[src/design/psp_pkg.sv]
`default_nettype none

package psp_pkg;

  // Configuration of the datapath
  localparam int CORDIC_STAGES = 16;
  localparam int SUM_BITS      = 25;
  localparam int TABLE_LEN     = 24;
  localparam int NUM_STAGES    = (CORDIC_STAGES < TABLE_LEN) ? CORDIC_STAGES : TABLE_LEN;
  localparam int STG_IDX_W     = 5;

  // Angle units: 1/64 degree
  localparam int HALF_TURN_DEG = 180;
  localparam int UNITS_PER_DEG = 64;
  localparam int FULL_TURN     = 2 * HALF_TURN_DEG * UNITS_PER_DEG;
  localparam int QUARTER_TURN  = FULL_TURN / 4;

  // Field and internal widths
  localparam int MAG_W  = 16;
  localparam int ANG_W  = 16;
  localparam int RED_W  = $clog2(FULL_TURN);
  localparam int RES_W  = $clog2(QUARTER_TURN);
  localparam int QUAD_W = 2;

  // CORDIC vectors carry 30 guard bits below the magnitude LSB
  localparam int FRAC_GUARD = 30;
  localparam int VEC_W      = MAG_W + FRAC_GUARD + 2;
  localparam int TERM_W     = VEC_W - FRAC_GUARD;
  localparam int Z_W        = 32;
  localparam int Z_SHIFT    = 16;
  localparam int GAIN_W     = 30;
  localparam logic [GAIN_W-1:0] GAIN_Q30 = 30'd652032875;

  // Quadrant boundaries of the reduced angle
  localparam logic [RED_W-1:0] QBND_1 = RED_W'(QUARTER_TURN);
  localparam logic [RED_W-1:0] QBND_2 = RED_W'(2 * QUARTER_TURN);
  localparam logic [RED_W-1:0] QBND_3 = RED_W'(3 * QUARTER_TURN);

  // Quadrant codes
  localparam logic [QUAD_W-1:0] QUAD_0 = 2'd0;
  localparam logic [QUAD_W-1:0] QUAD_1 = 2'd1;
  localparam logic [QUAD_W-1:0] QUAD_2 = 2'd2;
  localparam logic [QUAD_W-1:0] QUAD_3 = 2'd3;

  // Queue between front and back
  localparam int QDEPTH  = 4;
  localparam int Q_IDX_W = $clog2(QDEPTH);
  localparam int Q_CNT_W = $clog2(QDEPTH + 1);

  typedef struct packed {
    logic [MAG_W-1:0]  mag;
    logic [QUAD_W-1:0] quad;
    logic [RES_W-1:0]  res;
    logic              last;
  } psp_item_t;

  // atan(2^-i) in degrees, scaled by 2^22
  function automatic logic signed [Z_W-1:0] atan_val(input logic [STG_IDX_W-1:0] idx);
    logic signed [Z_W-1:0] v;
    case (idx)
      5'd0:  v = 32'sd188743680;
      5'd1:  v = 32'sd111421900;
      5'd2:  v = 32'sd58872272;
      5'd3:  v = 32'sd29884485;
      5'd4:  v = 32'sd15000234;
      5'd5:  v = 32'sd7507429;
      5'd6:  v = 32'sd3754631;
      5'd7:  v = 32'sd1877430;
      5'd8:  v = 32'sd938729;
      5'd9:  v = 32'sd469366;
      5'd10: v = 32'sd234683;
      5'd11: v = 32'sd117342;
      5'd12: v = 32'sd58671;
      5'd13: v = 32'sd29335;
      5'd14: v = 32'sd14668;
      5'd15: v = 32'sd7334;
      5'd16: v = 32'sd3667;
      5'd17: v = 32'sd1833;
      5'd18: v = 32'sd917;
      5'd19: v = 32'sd458;
      5'd20: v = 32'sd229;
      5'd21: v = 32'sd115;
      5'd22: v = 32'sd57;
      5'd23: v = 32'sd29;
      default: v = '0;
    endcase
    return v;
  endfunction

endpackage

`default_nettype wire

[src/design/psp_front.sv]
`default_nettype none

module psp_front import psp_pkg::*; (
  input  wire logic [MAG_W-1:0]        in_magnitude,
  input  wire logic signed [ANG_W-1:0] in_angle,
  input  wire logic                    in_last_term,
  output psp_item_t                    item
);

  logic signed [ANG_W:0] ang_ext;
  logic signed [ANG_W:0] red;
  logic [RED_W-1:0]      red_u;

  // Reduce the angle to one full turn
  always_comb begin
    ang_ext = {in_angle[ANG_W-1], in_angle};
    if (ang_ext < 0) begin
      if (ang_ext < -FULL_TURN) begin
        red = (ANG_W+1)'(ang_ext + 2 * FULL_TURN);
      end else begin
        red = (ANG_W+1)'(ang_ext + FULL_TURN);
      end
    end else if (ang_ext >= FULL_TURN) begin
      red = (ANG_W+1)'(ang_ext - FULL_TURN);
    end else begin
      red = ang_ext;
    end
    red_u = red[RED_W-1:0];
  end

  // Split into quadrant and residual angle
  always_comb begin
    item.mag  = in_magnitude;
    item.last = in_last_term;
    if (red_u >= QBND_3) begin
      item.quad = QUAD_3;
      item.res  = RES_W'(red_u - QBND_3);
    end else if (red_u >= QBND_2) begin
      item.quad = QUAD_2;
      item.res  = RES_W'(red_u - QBND_2);
    end else if (red_u >= QBND_1) begin
      item.quad = QUAD_1;
      item.res  = RES_W'(red_u - QBND_1);
    end else begin
      item.quad = QUAD_0;
      item.res  = RES_W'(red_u);
    end
  end

endmodule

`default_nettype wire

[config.mk]
export PLATFORM = sky130hd
export DESIGN_NAME = psp_front
export DESIGN_NICKNAME = d
export VERILOG_FILES = /design/src/design/psp_pkg.sv /design/src/design/psp_front.sv
export SDC_FILE = /design/constraint.sdc
export NUM_CORES = 1
export LEC_CHECK = 0
export ABC_AREA = 1
export BUFFER_PORTS_ARGS = -buffer_cell sky130_fd_sc_hd__buf_4
export CORE_MARGIN = 2
export CORE_UTILIZATION = 54
export DETAILED_ROUTE_END_ITERATION = 16
export PLACE_DENSITY_LB_ADDON = 0.2
export SETUP_SLACK_MARGIN = 0.4
export SYNTH_ARGS = -nofsm -noshare
export SYNTH_HDL_FRONTEND = slang
export SYNTH_SLANG_ARGS = --single-unit
[constraint.sdc]
create_clock -name vclk -period 4.51
set_clock_uncertainty 0.2 [all_clocks]
set_input_delay 0.902 -clock vclk [all_inputs]
set_output_delay 0.902 -clock vclk [all_outputs]
set_load 0.05 [all_outputs]
==> impl_metrics.ini, run 1 <==
[floorplan]
ioPinCount = 65
die_area_sq_um = 3000
initial_core_util_pct = 56.6
chipHeight_microns = 54.7
num_rows = 18
die_x_microns = 54.7
core-area_sq_um = 2450

[placed_design]
post-place-ws_ps = 245
place_area_sq_um = 1450
portBuffers = 31
gp_congestion = 0.875
dpl.hpwl_mm = 2.45
dpl.cell_count = 265

[sta]
tightest_slew_ps = 342
period_share_pct = 91.3
slew-limit-headroom_pct = 77.1
slew_viol_final = 0
setup_ws_ps = 394
finalHoldViolations = 0
fmax_mhz = 243
fin_crit_ps = 4120
setup_tns_ps = 0
rsz0062_at_grt = yes
setup_viol = 0

[layout]
drive_gt1_share_pct = 51.0
n_antenna_cell = 0
final_area_sq_um = 1880
area_growth_pct = 35.0
register_area_sq_um = 0
num-nets-final = 304
final.clkbuf_count = 0
nFillCells = 170
fin_cells = 287
seq_cell_count = 0

[global_route]
grt_first_pass_wirelength_mm = 5.16
grt_max_degree = 11
grt_pass1_vias = 1234
grt_usage_pct = 22.7
gr-total-overflow = 0
antenna_found_initial = 0

[setup_path]
worstPathRequired_ps = 3410
path_max_fanout = 8
crit_path_end_kind = output pin
path_class = input pin to output pin
worstPathArrival_ps = 3010
startpoint_type = input pin

[power_and_ir_drop]
p_leak_nw = 0.980
power_density_nw_per_um2 = 226
power.total_mw = 0.424
peakVddDrop_mv = 0.295

[detailed_routing]
antenna_left = 0
post_drt_wl_per_cell_microns = 12.7
via_per_inst = 5.09
drcViolationCount = 0
routed_wl_mm = 3.64
drt_iter0_drc = 16
dr_total_vias = 1460
first_pass_iters = 4

[synthesis]
synth_area_leaders = nand2_1, buf_4, ha_1
synth-seq-area-share_pct = 0
yosys_warnings = 0
yosysTopAreaCellShare_pct = 18.6
synth_cell_type_count = 33
syn_area_sq_um = 1390
synthCells = 232
synth_area_leader_cell = nand2_1
yosys-top-cells-count = nand2_1, buf_4, nand3_1
syn_avg_cell_area_sq_um = 5.99
yosysMostFrequentCell = nand2_1
syn_nets = 277

[min_path]
hold_path.class = input pin to output pin
hold_end = item[20]
hold_path_depth = 0
min_from = in_magnitude[4]

[cts]
hold_buffers = 0

[job]
timing.max_cap.violations = 0

[run_status]
status = complete, no violations
-- critical path, stage by stage --
cell and delay, ps:
buf_4 160, inv_4 70, ha_4 130, nand3_2 100, nor2_2 130, nand2_2 120, nand2_4 120, buf_4 120
a21oi_4 50, o21ai_4 200, nor2_2 70, o21ai_4 290, buf_4 180, o21ai_2 50, a21oi_2 110, nor2_2 50
buf_6 150
-- through the flow --
stage,utilization (%),hold WS [ps]
floorplan,-,1730
global placement,59.0,1600
detailed placement,59.0,1600
CTS,63.6,1600
global route,76.5,1600
finish,76.5,1600
-- logic make-up after synthesis --
group / count (synthesis) / synth area share [%]
AO/OA/AOI/OAI: 21 / 11.7
XOR/XNOR: 13 / 9.27
adder cells (fa/ha/maj): 12 / 10.8
buffers and inverters: 56 / 24.3
AND/OR/NAND/NOR: 130 / 43.9
-- what timing repair did --
action                     4_1_cts  5_1_grt
pin swaps                       15       37
cloned                           0        1
buffers inserted                 6       15
resized for setup               18       49
setup endpoints to repair        7        7
-- worst max-delay path by stage --
stage | startpoint | to | cells after the start
floorplan | in_angle[11] | item[8] | 14
finish | in_angle[7] | item[11] | 17
global placement | in_angle[8] | item[8] | 19
global route | in_angle[7] | item[8] | 16
CTS | in_angle[10] | item[8] | 14
detailed placement | in_angle[8] | item[8] | 19
-- layer usage --
metal  wire, microns  vias to the layer above  global-route usage (%)
li1                -                      754                       -
met1            1700                      665                    33.5
met2            1730                       41                    38.3
met3             208                        0                   0.546
met4               0                        0                   0.417
met5               0                        -                       0
-- cell usage in the layout (no fill, tap or decap), drive strengths merged --
| cell type | netlist | final |
|---|---|---|
| nand2 | 84 | 85 |
| buf | 28 | 52 |
| inv | 27 | 25 |
| nand3 | 21 | 21 |
| nor2 | 19 | 19 |
| ha | 12 | 12 |
| o21ai | 11 | 11 |
| xor2 | 8 | 8 |
| xnor2 | 5 | 5 |
| a21oi | 5 | 5 |
| o211ai | 3 | 3 |
| nor3 | 2 | 2 |
| clkinv | 1 | 2 |
| or2 | 2 | 2 |
| clkinvlp | 0 | 1 |
| nand3b | 1 | 1 |
| o21bai | 1 | 1 |
| nand4 | 1 | 1 |
| a21o | 1 | 1 |
-- where the power goes --
part | internal, mW | switching [mW] | leakage [nW] | total, mW
Clock | 0 | 0 | 0 | 0
Sequential | 0 | 0 | 0 | 0
Combinational | 0.160 | 0.264 | 0.980 | 0.424
Total | 0.160 | 0.264 | 0.980 | 0.424
-- area by class of cell --
type | count | area [sq um] | area share, %
inverter | 28 | 138 | 7.33
tap | 30 | 37.5 | 2.00
timing repair buffer | 52 | 433 | 23.1
multi-input combinational | 177 | 1270 | 67.6
Note: power is estimated with default switching activity, not from simulation.
==> inputs of run 2 (changes only) <==
CORE_UTILIZATION = 41   (was 54)
==> impl_metrics.ini, run 2 (synthesis gave the netlist of run 1 again) <==
[setup_path]
crit_path_end_kind = output pin
crit_cells = 20
cp_slowest_stage_delay_ps = 250
worstPathRequired_ps = 3410
worstPathCellList = buf_12, inv_6, ha_4, nand2_4, nand2_4, o21ai_4, nand2_4, or2_1, nand3_2, o21ai_4, buf_6, buf_4, xnor2_1, nand2_1, nand2_1, nand2_1, nand2_1, nand2_1, nand2_1, buf_6
cp_common_cell = nand2_1
critical_path.endpoint = item[12]
path_max_fanout = 6
worstPathArrival_ps = 2950
path_class = input pin to output pin
startpoint = in_angle[11]
startpoint_type = input pin
path_buf_inv = 5
worst_path_max_delay_cell = or2_1
critical_path.top_delay_family = simple AND/OR/NAND/NOR gates

[placed_design]
portBuffers = 31
dpl.hpwl_mm = 2.45
post-place-ws_ps = 274
gp_congestion = 0.825
dpl.cell_count = 282
place_area_sq_um = 1480

[sta]
fmax_mhz = 247
setup_tns_ps = 0
tightest_slew_ps = 276
setup_viol = 0
setup_ws_ps = 462
slew_viol_final = 0
slew-limit-headroom_pct = 81.6
rsz0062_at_grt = yes
period_share_pct = 89.8
finalHoldViolations = 0
fin_crit_ps = 4050

[detailed_routing]
antenna_left = 0
post_drt_wl_per_cell_microns = 12.0
drcViolationCount = 0
dr_total_vias = 1502
drt_iter0_drc = 37
via_per_inst = 4.96
first_pass_iters = 4
routed_wl_mm = 3.64

[job]
timing.max_cap.violations = 0

[min_path]
hold_path.class = input pin to output pin
hold_path_depth = 0

[global_route]
gr-total-overflow = 0
grt_max_degree = 11
grt_first_pass_wirelength_mm = 5.22
grt_usage_pct = 15.8
antenna_found_initial = 0
grt_pass1_vias = 1218

[power_and_ir_drop]
power_density_nw_per_um2 = 225
peakVddDrop_mv = 0.0787
p_leak_nw = 0.985

[layout]
area_growth_pct = 35.5
fin_cells = 303
drive_gt1_share_pct = 50.6
seq_cell_count = 0
final_area_sq_um = 1880
num-nets-final = 304
final_cell_mix = nand2_1, buf_4, nand3_1, nand2_2
final.clkbuf_count = 0
layout_commonest_cell = nand2_1
register_area_sq_um = 0
n_antenna_cell = 0
nFillCells = 320

[floorplan]
die_area_sq_um = 3870
core-area_sq_um = 3280
die_x_microns = 62.2
num_rows = 21
chipHeight_microns = 62.2
ioPinCount = 65
initial_core_util_pct = 42.3

[run_status]
status = complete, no violations

[cts]
hold_buffers = 0
[run 2: cell types whose count changed in the layout (fill, tap and decap cells not counted), moves of 3 or more]
cell	previous run	this run
nand3_2	8	4
buf_4	43	40
buf_6	8	11
ha_2	2	5
nand2_2	17	14
[run 2: metal layers]
| layer | part of all wire, % | GRT usage, % |
|---|---|---|
| met1 | 41 | 20.7 |
| met2 | 51 | 27.6 |
| met3 | 6.8 | 1.99 |
| met4 | 1.3 | 3.89 |
| met5 | 0 | 0 |
[run 2: timing repair]
action | 4_1_cts | 5_1_grt
pin swaps | 4 | 39
gates cloned | 0 | 1
hold endpoints to repair | 0 | 0
resized for setup | 7 | 64
setup buffers | 5 | 15
endpoints found under the setup margin | 6 | 7
[run 2: through the flow]
stage | utilization (%) | power, mW | hold WS [ps]
after floorplan | - | 0.296 | 1730
after CTS | 46.8 | 0.347 | 1600
after detailed placement | 45.0 | 0.328 | 1600
after global placement | 45.0 | 0.328 | 1600
after global routing | 57.3 | 0.455 | 1600
final | 57.3 | 0.423 | 1600
[run 2: report_power, final]
group          total, mW  switching, mW  internal [mW]
logic              0.423          0.261          0.162
registers              0              0              0
clock network          0              0              0
[run 2: layout make-up]
class / instances / area, sq um / area share (%)
Inverter: 28 / 134 / 7.11
Multi-Input combinational cell: 177 / 1250 / 66.2
Tap cell: 46 / 57.6 / 3.06
Timing Repair Buffer: 52 / 444 / 23.6
[run 2: how the worst min path moves through the flow]
stage,start,to
global route,in_magnitude[4],item[20]
floorplan,in_angle[7],item[8]
detailed placement,in_magnitude[0],item[16]
CTS,in_magnitude[0],item[16]
finish,in_magnitude[4],item[20]
global placement,in_magnitude[0],item[16]
