--- src/design/psp_pkg.sv ---
`default_nettype none

package psp_pkg;

  // Configuration of the datapath
  localparam int CORDIC_STAGES = 16;
  localparam int SUM_BITS      = 25;
  localparam int TABLE_LEN     = 24;
  localparam int NUM_STAGES    = (CORDIC_STAGES < TABLE_LEN) ? CORDIC_STAGES : TABLE_LEN;
  localparam int STG_IDX_W     = 5;

  // Angle units: 1/64 degree
  localparam int HALF_TURN_DEG = 180;
  localparam int UNITS_PER_DEG = 64;
  localparam int FULL_TURN     = 2 * HALF_TURN_DEG * UNITS_PER_DEG;
  localparam int QUARTER_TURN  = FULL_TURN / 4;

  // Field and internal widths
  localparam int MAG_W  = 16;
  localparam int ANG_W  = 16;
  localparam int RED_W  = $clog2(FULL_TURN);
  localparam int RES_W  = $clog2(QUARTER_TURN);
  localparam int QUAD_W = 2;

  // CORDIC vectors carry 30 guard bits below the magnitude LSB
  localparam int FRAC_GUARD = 30;
  localparam int VEC_W      = MAG_W + FRAC_GUARD + 2;
  localparam int TERM_W     = VEC_W - FRAC_GUARD;
  localparam int Z_W        = 32;
  localparam int Z_SHIFT    = 16;
  localparam int GAIN_W     = 30;
  localparam logic [GAIN_W-1:0] GAIN_Q30 = 30'd652032875;

  // Quadrant boundaries of the reduced angle
  localparam logic [RED_W-1:0] QBND_1 = RED_W'(QUARTER_TURN);
  localparam logic [RED_W-1:0] QBND_2 = RED_W'(2 * QUARTER_TURN);
  localparam logic [RED_W-1:0] QBND_3 = RED_W'(3 * QUARTER_TURN);

  // Quadrant codes
  localparam logic [QUAD_W-1:0] QUAD_0 = 2'd0;
  localparam logic [QUAD_W-1:0] QUAD_1 = 2'd1;
  localparam logic [QUAD_W-1:0] QUAD_2 = 2'd2;
  localparam logic [QUAD_W-1:0] QUAD_3 = 2'd3;

  // Queue between front and back
  localparam int QDEPTH  = 4;
  localparam int Q_IDX_W = $clog2(QDEPTH);
  localparam int Q_CNT_W = $clog2(QDEPTH + 1);

  typedef struct packed {
    logic [MAG_W-1:0]  mag;
    logic [QUAD_W-1:0] quad;
    logic [RES_W-1:0]  res;
    logic              last;
  } psp_item_t;

  // atan(2^-i) in degrees, scaled by 2^22
  function automatic logic signed [Z_W-1:0] atan_val(input logic [STG_IDX_W-1:0] idx);
    logic signed [Z_W-1:0] v;
    case (idx)
      5'd0:  v = 32'sd188743680;
      5'd1:  v = 32'sd111421900;
      5'd2:  v = 32'sd58872272;
      5'd3:  v = 32'sd29884485;
      5'd4:  v = 32'sd15000234;
      5'd5:  v = 32'sd7507429;
      5'd6:  v = 32'sd3754631;
      5'd7:  v = 32'sd1877430;
      5'd8:  v = 32'sd938729;
      5'd9:  v = 32'sd469366;
      5'd10: v = 32'sd234683;
      5'd11: v = 32'sd117342;
      5'd12: v = 32'sd58671;
      5'd13: v = 32'sd29335;
      5'd14: v = 32'sd14668;
      5'd15: v = 32'sd7334;
      5'd16: v = 32'sd3667;
      5'd17: v = 32'sd1833;
      5'd18: v = 32'sd917;
      5'd19: v = 32'sd458;
      5'd20: v = 32'sd229;
      5'd21: v = 32'sd115;
      5'd22: v = 32'sd57;
      5'd23: v = 32'sd29;
      default: v = '0;
    endcase
    return v;
  endfunction

endpackage

`default_nettype wire

--- src/design/psp_queue.sv ---
`default_nettype none

module psp_queue import psp_pkg::*; (
  input  wire logic       clk,
  input  wire logic       rst_n,
  input  wire logic       wr_en,
  input  wire psp_item_t  wr_item,
  input  wire logic       rd_en,
  output psp_item_t       rd_item,
  output logic            full,
  output logic            empty,
  output logic [Q_CNT_W-1:0] count
);

  psp_item_t            mem_r [QDEPTH];
  logic [Q_IDX_W-1:0]   wr_ptr_r, wr_ptr_nxt;
  logic [Q_IDX_W-1:0]   rd_ptr_r, rd_ptr_nxt;
  logic [Q_CNT_W-1:0]   cnt_r, cnt_nxt;

  assign full    = (cnt_r == Q_CNT_W'(QDEPTH));
  assign empty   = (cnt_r == '0);
  assign count   = cnt_r;
  assign rd_item = mem_r[rd_ptr_r];

  // Advance pointers and occupancy
  always_comb begin
    wr_ptr_nxt = wr_en ? wr_ptr_r + 1'b1 : wr_ptr_r;
    rd_ptr_nxt = rd_en ? rd_ptr_r + 1'b1 : rd_ptr_r;
    cnt_nxt    = cnt_r;
    if (wr_en && !rd_en) begin
      cnt_nxt = cnt_r + 1'b1;
    end else if (rd_en && !wr_en) begin
      cnt_nxt = cnt_r - 1'b1;
    end
  end

  always_ff @(posedge clk) begin
    if (!rst_n) begin
      wr_ptr_r <= '0;
      rd_ptr_r <= '0;
      cnt_r    <= '0;
    end else begin
      wr_ptr_r <= wr_ptr_nxt;
      rd_ptr_r <= rd_ptr_nxt;
      cnt_r    <= cnt_nxt;
    end
  end

  // Store the incoming transfer
  always_ff @(posedge clk) begin
    if (wr_en) begin
      mem_r[wr_ptr_r] <= wr_item;
    end
  end

endmodule

`default_nettype wire

--- config.mk ---
export PLATFORM = sky130hd
export DESIGN_NAME = psp_queue
export DESIGN_NICKNAME = d
export VERILOG_FILES = /design/src/design/psp_pkg.sv /design/src/design/psp_queue.sv
export SDC_FILE = /design/constraint.sdc
export NUM_CORES = 1
export LEC_CHECK = 0
export BUFFER_PORTS_ARGS = -buffer_cell sky130_fd_sc_hd__buf_2
export CORE_UTILIZATION = 45
export CTS_BUF_LIST = sky130_fd_sc_hd__clkbuf_4
export DETAILED_ROUTE_END_ITERATION = 7
export PLACE_DENSITY_LB_ADDON = 0.3
export SYNTH_ARGS = -nofsm -noshare
export SYNTH_HDL_FRONTEND = slang
export SYNTH_SLANG_ARGS = --single-unit
--- constraint.sdc ---
create_clock -name clk -period 2.4 [get_ports clk]
set_input_delay 0.48 -clock clk [delete_from_list [all_inputs] [get_ports clk]]
set_output_delay 0.48 -clock clk [all_outputs]
set_load 0.02 [all_outputs]
==> results of run 1 <==
[worst max-delay path, delay by kind of cell (launching register included)]
| kind | cells | cell delay (ns) |
|---|---|---|
| multiplexers | 1 | 0.55 |
| flip-flops | 1 | 0.42 |
| buffers and inverters | 2 | 0.35 |
[registers in the layout, summed over array words and instances (netlist names), named ones only]
| name | cells |
|---|---|
| count | 3 |
| mem_r | 128 |
| rd_ptr_r | 2 |
| wr_ptr_r | 2 |
[what timing repair did]
item                                   4_1_cts  5_1_grt
endpoints found under the hold margin        0        0
setup endpoints to repair                    9        4
gates resized for setup                      2        4
cloned                                       0        1
[worst max path at each step]
stage,cells past startpoint,to,slack (ns),from
3_5_place_dp,7,count[2]$_SDFFE_PN0P_,0.38,wr_en
4_1_cts,3,rd_item[27],0.02,flip-flop
2_1_floorplan,7,count[2]$_SDFFE_PN0P_,0.64,rd_en
5_1_grt,3,rd_item[18],-0.01,flip-flop
3_3_place_gp,7,count[2]$_SDFFE_PN0P_,0.48,wr_en
6_report,3,rd_item[18],0.12,flip-flop
[placed cells by master (no fill, tap or decap), types with 5 or more instances in the layout]
master / n
mux4_2: 31
bufinv_16: 6
ha_1: 5
edfxtp_1: 128
buf_2: 72
buf_12: 7
and2_1: 5
dfxtp_1: 7
clkbuf_4: 19
[stage by stage]
step	utilization	instances	instance area (µm²)	setup WS (ns)	setup TNS (ns)
global placement	0.5201	422	5688	0.4811	0
floorplan	-	210	5104	0.6433	0
CTS	0.5542	453	6061	0.02248	0
finish	0.5573	455	6095	0.1178	0
detailed placement	0.5201	422	5688	0.3822	0
global route	0.5571	454	6092	-0.01358	-0.01358
[layer usage]
metal | track usage | vias up | part of all wire
li1 | - | 1064 | -
met1 | 0.2034 | 1194 | 0.42
met2 | 0.2450 | 74 | 0.51
met3 | 0.05546 | 6 | 0.066
met4 | 0.06371 | 0 | 0.0067
met5 | 0 | - | 0
[cell type report]
class	count	area, µm²
clock buffers	19	142.6
repair buffers	80	525.5
inverters	4	15.01
well taps	140	175.2
clock inverters	12	222.7
flip-flops and latches	137	4031
fillers	872	4841
diodes	1	2.502
multi-input cells	62	979.7
[power groups by stage]
stage	clock [mW]	sequential, mW	combinational, mW
6_report	1.83	2.79	0.628
5_1_grt	1.99	2.80	0.681
4_1_cts	1.89	2.79	0.632
3_5_place_dp	0	2.84	0.628
3_3_place_gp	0	2.83	0.620
2_1_floorplan	0	2.83	0.413
[logic make-up (layout without fill, tap and decap cells)]
group | count (synthesis) | in the layout | synth area share
flip-flops | 137 | 137 | 0.7884
multiplexers | 34 | 34 | 0.1466
AND/OR/NAND/NOR | 15 | 15 | 0.01790
buffers and inverters | 11 | 115 | 0.01986
adder cells (fa/ha/maj) | 6 | 6 | 0.01618
XOR/XNOR | 5 | 5 | 0.008582
AO/OA/AOI/OAI | 2 | 2 | 0.002451
other | 0 | 1 | 0
==> flow_summary.ini, run 1 <==
[power]
p_leak_nw = 2.110
combPwrFrac = 0.120
total_power_mw = 5.246
p_clk_frac = 0.349
ir_worst_vdd_mv = 0.3536
power_switching_mw = 1.173
swShare = 0.2235
internal-power_mw = 4.074
power_frac_seq = 0.531
p_per_area_mw_per_mm2 = 860.8

[clock_tree]
cts_hold_buf = 0
clock_sinks = 137
root_buffer = clkbuf_4
cts_max_level = 4
cts_buffers = 17
path_clk_slew_ns = 0.12
clk_path_buf_depth = 2
insertion_delay_ns = 0.49
cts_setup_buffers = 0
cts_tree = yes

[critical_path]
cp_cell_sequence = buf_12, mux4_1, buf_2
critPathMaxFanout = 14
crit-reg2reg-launch = wr_ptr_r[0]$_SDFFE_PN0P_
startpoint_type = flip-flop
rrSetupSlack_ns = 0.84
arrival_ns = 1.80
r2r-end = mem_r[2][20]$_DFFE_PP_
endpoint_kind = output pin
critPathKind = reg -> out
worstRegToRegCells = 4
crit_required_ns = 1.92
cp_slowest_stage_delay_ns = 0.55
cp_slowest_cell = mux4_1

[cells_and_area]
finalNetCount = 344
area_growth_pct = 19.42
drive_above_1_share = 0.4682

[detailed_routing]
drt_iter0_drc = 69
routed_wl_mm = 8.495
via_per_inst = 5.138
dr.pass1.iters = 4
num_vias = 2338
drc_errors = 0
routedWlPerCell_um = 18.67
postRouteAntennaNets = 0

[sta]
tightest_slew_ns = 0.3785
skew_ns = 0.01795
hold_viol = 0
drv_slew = 0
clock.fmax_mhz = 438.2
min_period_ns = 2.282
period_share = 0.9509
setup_viol = 0
hold_ws_ns = 0.1962
relSlewSlack = 0.7477

[floorplanning]
dieArea_mm2 = 0.01177
start_util = 0.4667
num_rows = 38
die_w_um = 108.5
die_h_um = 108.5
ios = 73
core_area_mm2 = 0.01094

[place]
place_congestion = 0.6271
dp_hpwl_mm = 5.320
port_buffers = 72

[hold_path]
hold_path_end = mem_r[2][0]$_DFFE_PP_
worstHoldStart = wr_item[0]
min_path_cells = 1
hp-class = in -> reg

[global_route]
grt_overflow = 0
antenna_found_initial = 1
grt_pass1_vias = 2516
grt_pass1_wl_mm = 13.07
grt_max_degree = 22
grt_use_total = 0.1578

[synth]
yosysTopAreaCell = edfxtp_1
async_reset_ff_frac = 0
netlist_instances = 210
synth.top_cells.by_area = edfxtp_1 75%, mux4_2 13%, dfxtp_1 3.5%, ha_1 1.2%, buf_12 1.2%
synth_cell_type_count = 21
syn_area_per_cell_um2 = 24.30
synth_top_flop_cell = edfxtp_1
synth-edff-count = 128
syn_area_mm2 = 0.005104
synth_top_cell_area_share = 0.7531
syn_nets = 252
synth.most_common_cell = edfxtp_1
synth_common_cells = 128 x edfxtp_1, 30 x mux4_2, 9 x and2_1, 9 x dfxtp_1, 5 x ha_1
ys_ff_latch = 137
yosysSeqAreaShare = 0.7884
yosys_warnings = 0

[outcome]
outcome = completed

[job]
cap_violations = 0
Power figures use the tool's default switching activity.
==> run 2, diff against run 1 <==
--- a/config.mk
+++ b/config.mk
@@ -6,7 +6,7 @@
 export NUM_CORES = 1
 export LEC_CHECK = 0
 export BUFFER_PORTS_ARGS = -buffer_cell sky130_fd_sc_hd__buf_2
-export CORE_UTILIZATION = 45
+export CORE_UTILIZATION = 59
 export CTS_BUF_LIST = sky130_fd_sc_hd__clkbuf_4
 export DETAILED_ROUTE_END_ITERATION = 7
 export PLACE_DENSITY_LB_ADDON = 0.3
==> constraint.sdc (replaced) <==
create_clock -name clk -period 2.4 [get_ports clk]
set_input_delay 0.12 -clock clk [delete_from_list [all_inputs] [get_ports clk]]
set_output_delay 0.12 -clock clk [all_outputs]
set_load 0.02 [all_outputs]
==> flow_summary.ini, run 2 (same netlist as run 1, synthesis figures left out) <==
[sta]
clock.fmax_mhz = 505.3
period_share = 0.8247
fin_tns_setup_ns = 0
skew_ns = 0.01568
fin_ws_ns = 0.4208
drv_slew = 0
rsz0062_at_grt = no
setup_viol = 0
relSlewSlack = 0.6270
tightest_slew_ns = 0.5594
min_period_ns = 1.979
hold_viol = 0

[detailed_routing]
drt_iter0_drc = 107
postRouteAntennaNets = 0
num_vias = 2519
via_per_inst = 5.512
dr.pass1.iters = 4
drc_errors = 0
routed_wl_mm = 8.674
routedWlPerCell_um = 18.98

[clock_tree]
cts_max_level = 4
root_buffer = clkbuf_4
insertion_delay_ns = 0.50
path_clk_slew_ns = 0.13
cts_hold_buf = 36
clock_sinks = 137
clk_path_buf_depth = 2
cts_buffers = 17
cts_tree = yes
cts_setup_buffers = 0
cts_resized = 0

[global_route]
grt_overflow = 0
grt_max_degree = 29
grt_use_total = 0.2132
antenna_found_initial = 0
grt_pass1_vias = 2603
grt_pass1_wl_mm = 13.26

[hold_path]
hold_path_end = mem_r[0][26]$_DFFE_PP_
worstHoldStart = wr_item[26]
min_path_cells = 2
hp-class = in -> reg

[cells_and_area]
drive_above_1_share = 0.4205
largest_reg_flops = 128
layout_commonest_cell = edfxtp_1
final_cell_mix = 128 x edfxtp_1, 72 x buf_2, 36 x dlygate4sd3_1
design_area_mm2 = 0.006310
finalNetCount = 381
antenna_cells = 0
area_growth_pct = 23.63
largest_register = mem_r
post-route-util = 0.7603

[floorplanning]
die_h_um = 95.01
start_util = 0.6150
ios = 73
die_w_um = 95.01
dieArea_mm2 = 0.009026
core_area_mm2 = 0.008299
num_rows = 33

[place]
dp_slack_ns = 0.7060
dp_hpwl_mm = 5.265
place_congestion = 0.7437
port_buffers = 72
placedInstanceArea_mm2 = 0.005622

[critical_path]
r2r-end = mem_r[2][14]$_DFFE_PP_
rrSetupSlack_ns = 0.70
startpoint_type = flip-flop
arrival_ns = 1.86
worstRegToRegCells = 4
critPathKind = reg -> out
endpoint_kind = output pin
crit_required_ns = 2.28
critPathMaxFanout = 22
crit-reg2reg-launch = wr_ptr_r[0]$_SDFFE_PN0P_

[power]
total_power_mw = 5.092
ir_worst_vdd_mv = 0.5926
p_per_area_mw_per_mm2 = 807.0
p_leak_nw = 2.227

[job]
cap_violations = 0

[outcome]
outcome = completed
-- run 2: worst max-delay path, stage by stage, from the launching register on --
cell and delay (ns):
dfxtp_2 0.37, buf_12 0.22, mux4_1 0.60, buf_2 0.18
-- run 2: worst max path at each step --
stage / start / end / slack (ns)
floorplan: wr_ptr_r[0]$_SDFFE_PN0P_ / mem_r[2][0]$_DFFE_PP_ / 0.68
global placement: wr_ptr_r[0]$_SDFFE_PN0P_ / mem_r[2][13]$_DFFE_PP_ / 0.79
detailed placement: wr_ptr_r[0]$_SDFFE_PN0P_ / mem_r[2][8]$_DFFE_PP_ / 0.71
CTS: flip-flop / rd_item[18] / 0.36
global route: flip-flop / rd_item[25] / 0.31
finish: flip-flop / rd_item[18] / 0.42
-- run 2: power breakdown --
group / internal, mW / switching, mW / total, mW
Sequential: 2.74 / 0.0515 / 2.79
Clock: 0.831 / 0.811 / 1.64
Combinational: 0.306 / 0.357 / 0.663
Total: 3.87 / 1.22 / 5.09
-- run 2: area by class of cell --
cell class / count / area, µm²
flip-flops and latches: 137 / 4026
clock inverters: 15 / 200.2
repair buffers: 117 / 825.8
clock buffers: 17 / 127.6
fillers: 461 / 1989
well taps: 105 / 131.4
inverters: 4 / 15.01
multi-input cells: 62 / 983.4
-- run 2: through the flow --
stage                     hold slack [ns]  cells
after CTS                          0.3228    457
after detailed placement           0.3412    389
after global placement             0.3343    389
after floorplan                    0.2189    210
final                              0.3854    457
after global routing               0.3351    457
-- run 2: per-layer routing --
layer | routed length, µm | GRT usage | vias to the layer above | part of all wire
met5 | 0 | 0 | - | 0
met4 | 143 | 0.08460 | 0 | 0.016
met3 | 276 | 0.05797 | 14 | 0.032
met2 | 4720 | 0.3621 | 76 | 0.54
met1 | 3533 | 0.2609 | 1294 | 0.41
li1 | - | - | 1135 | -
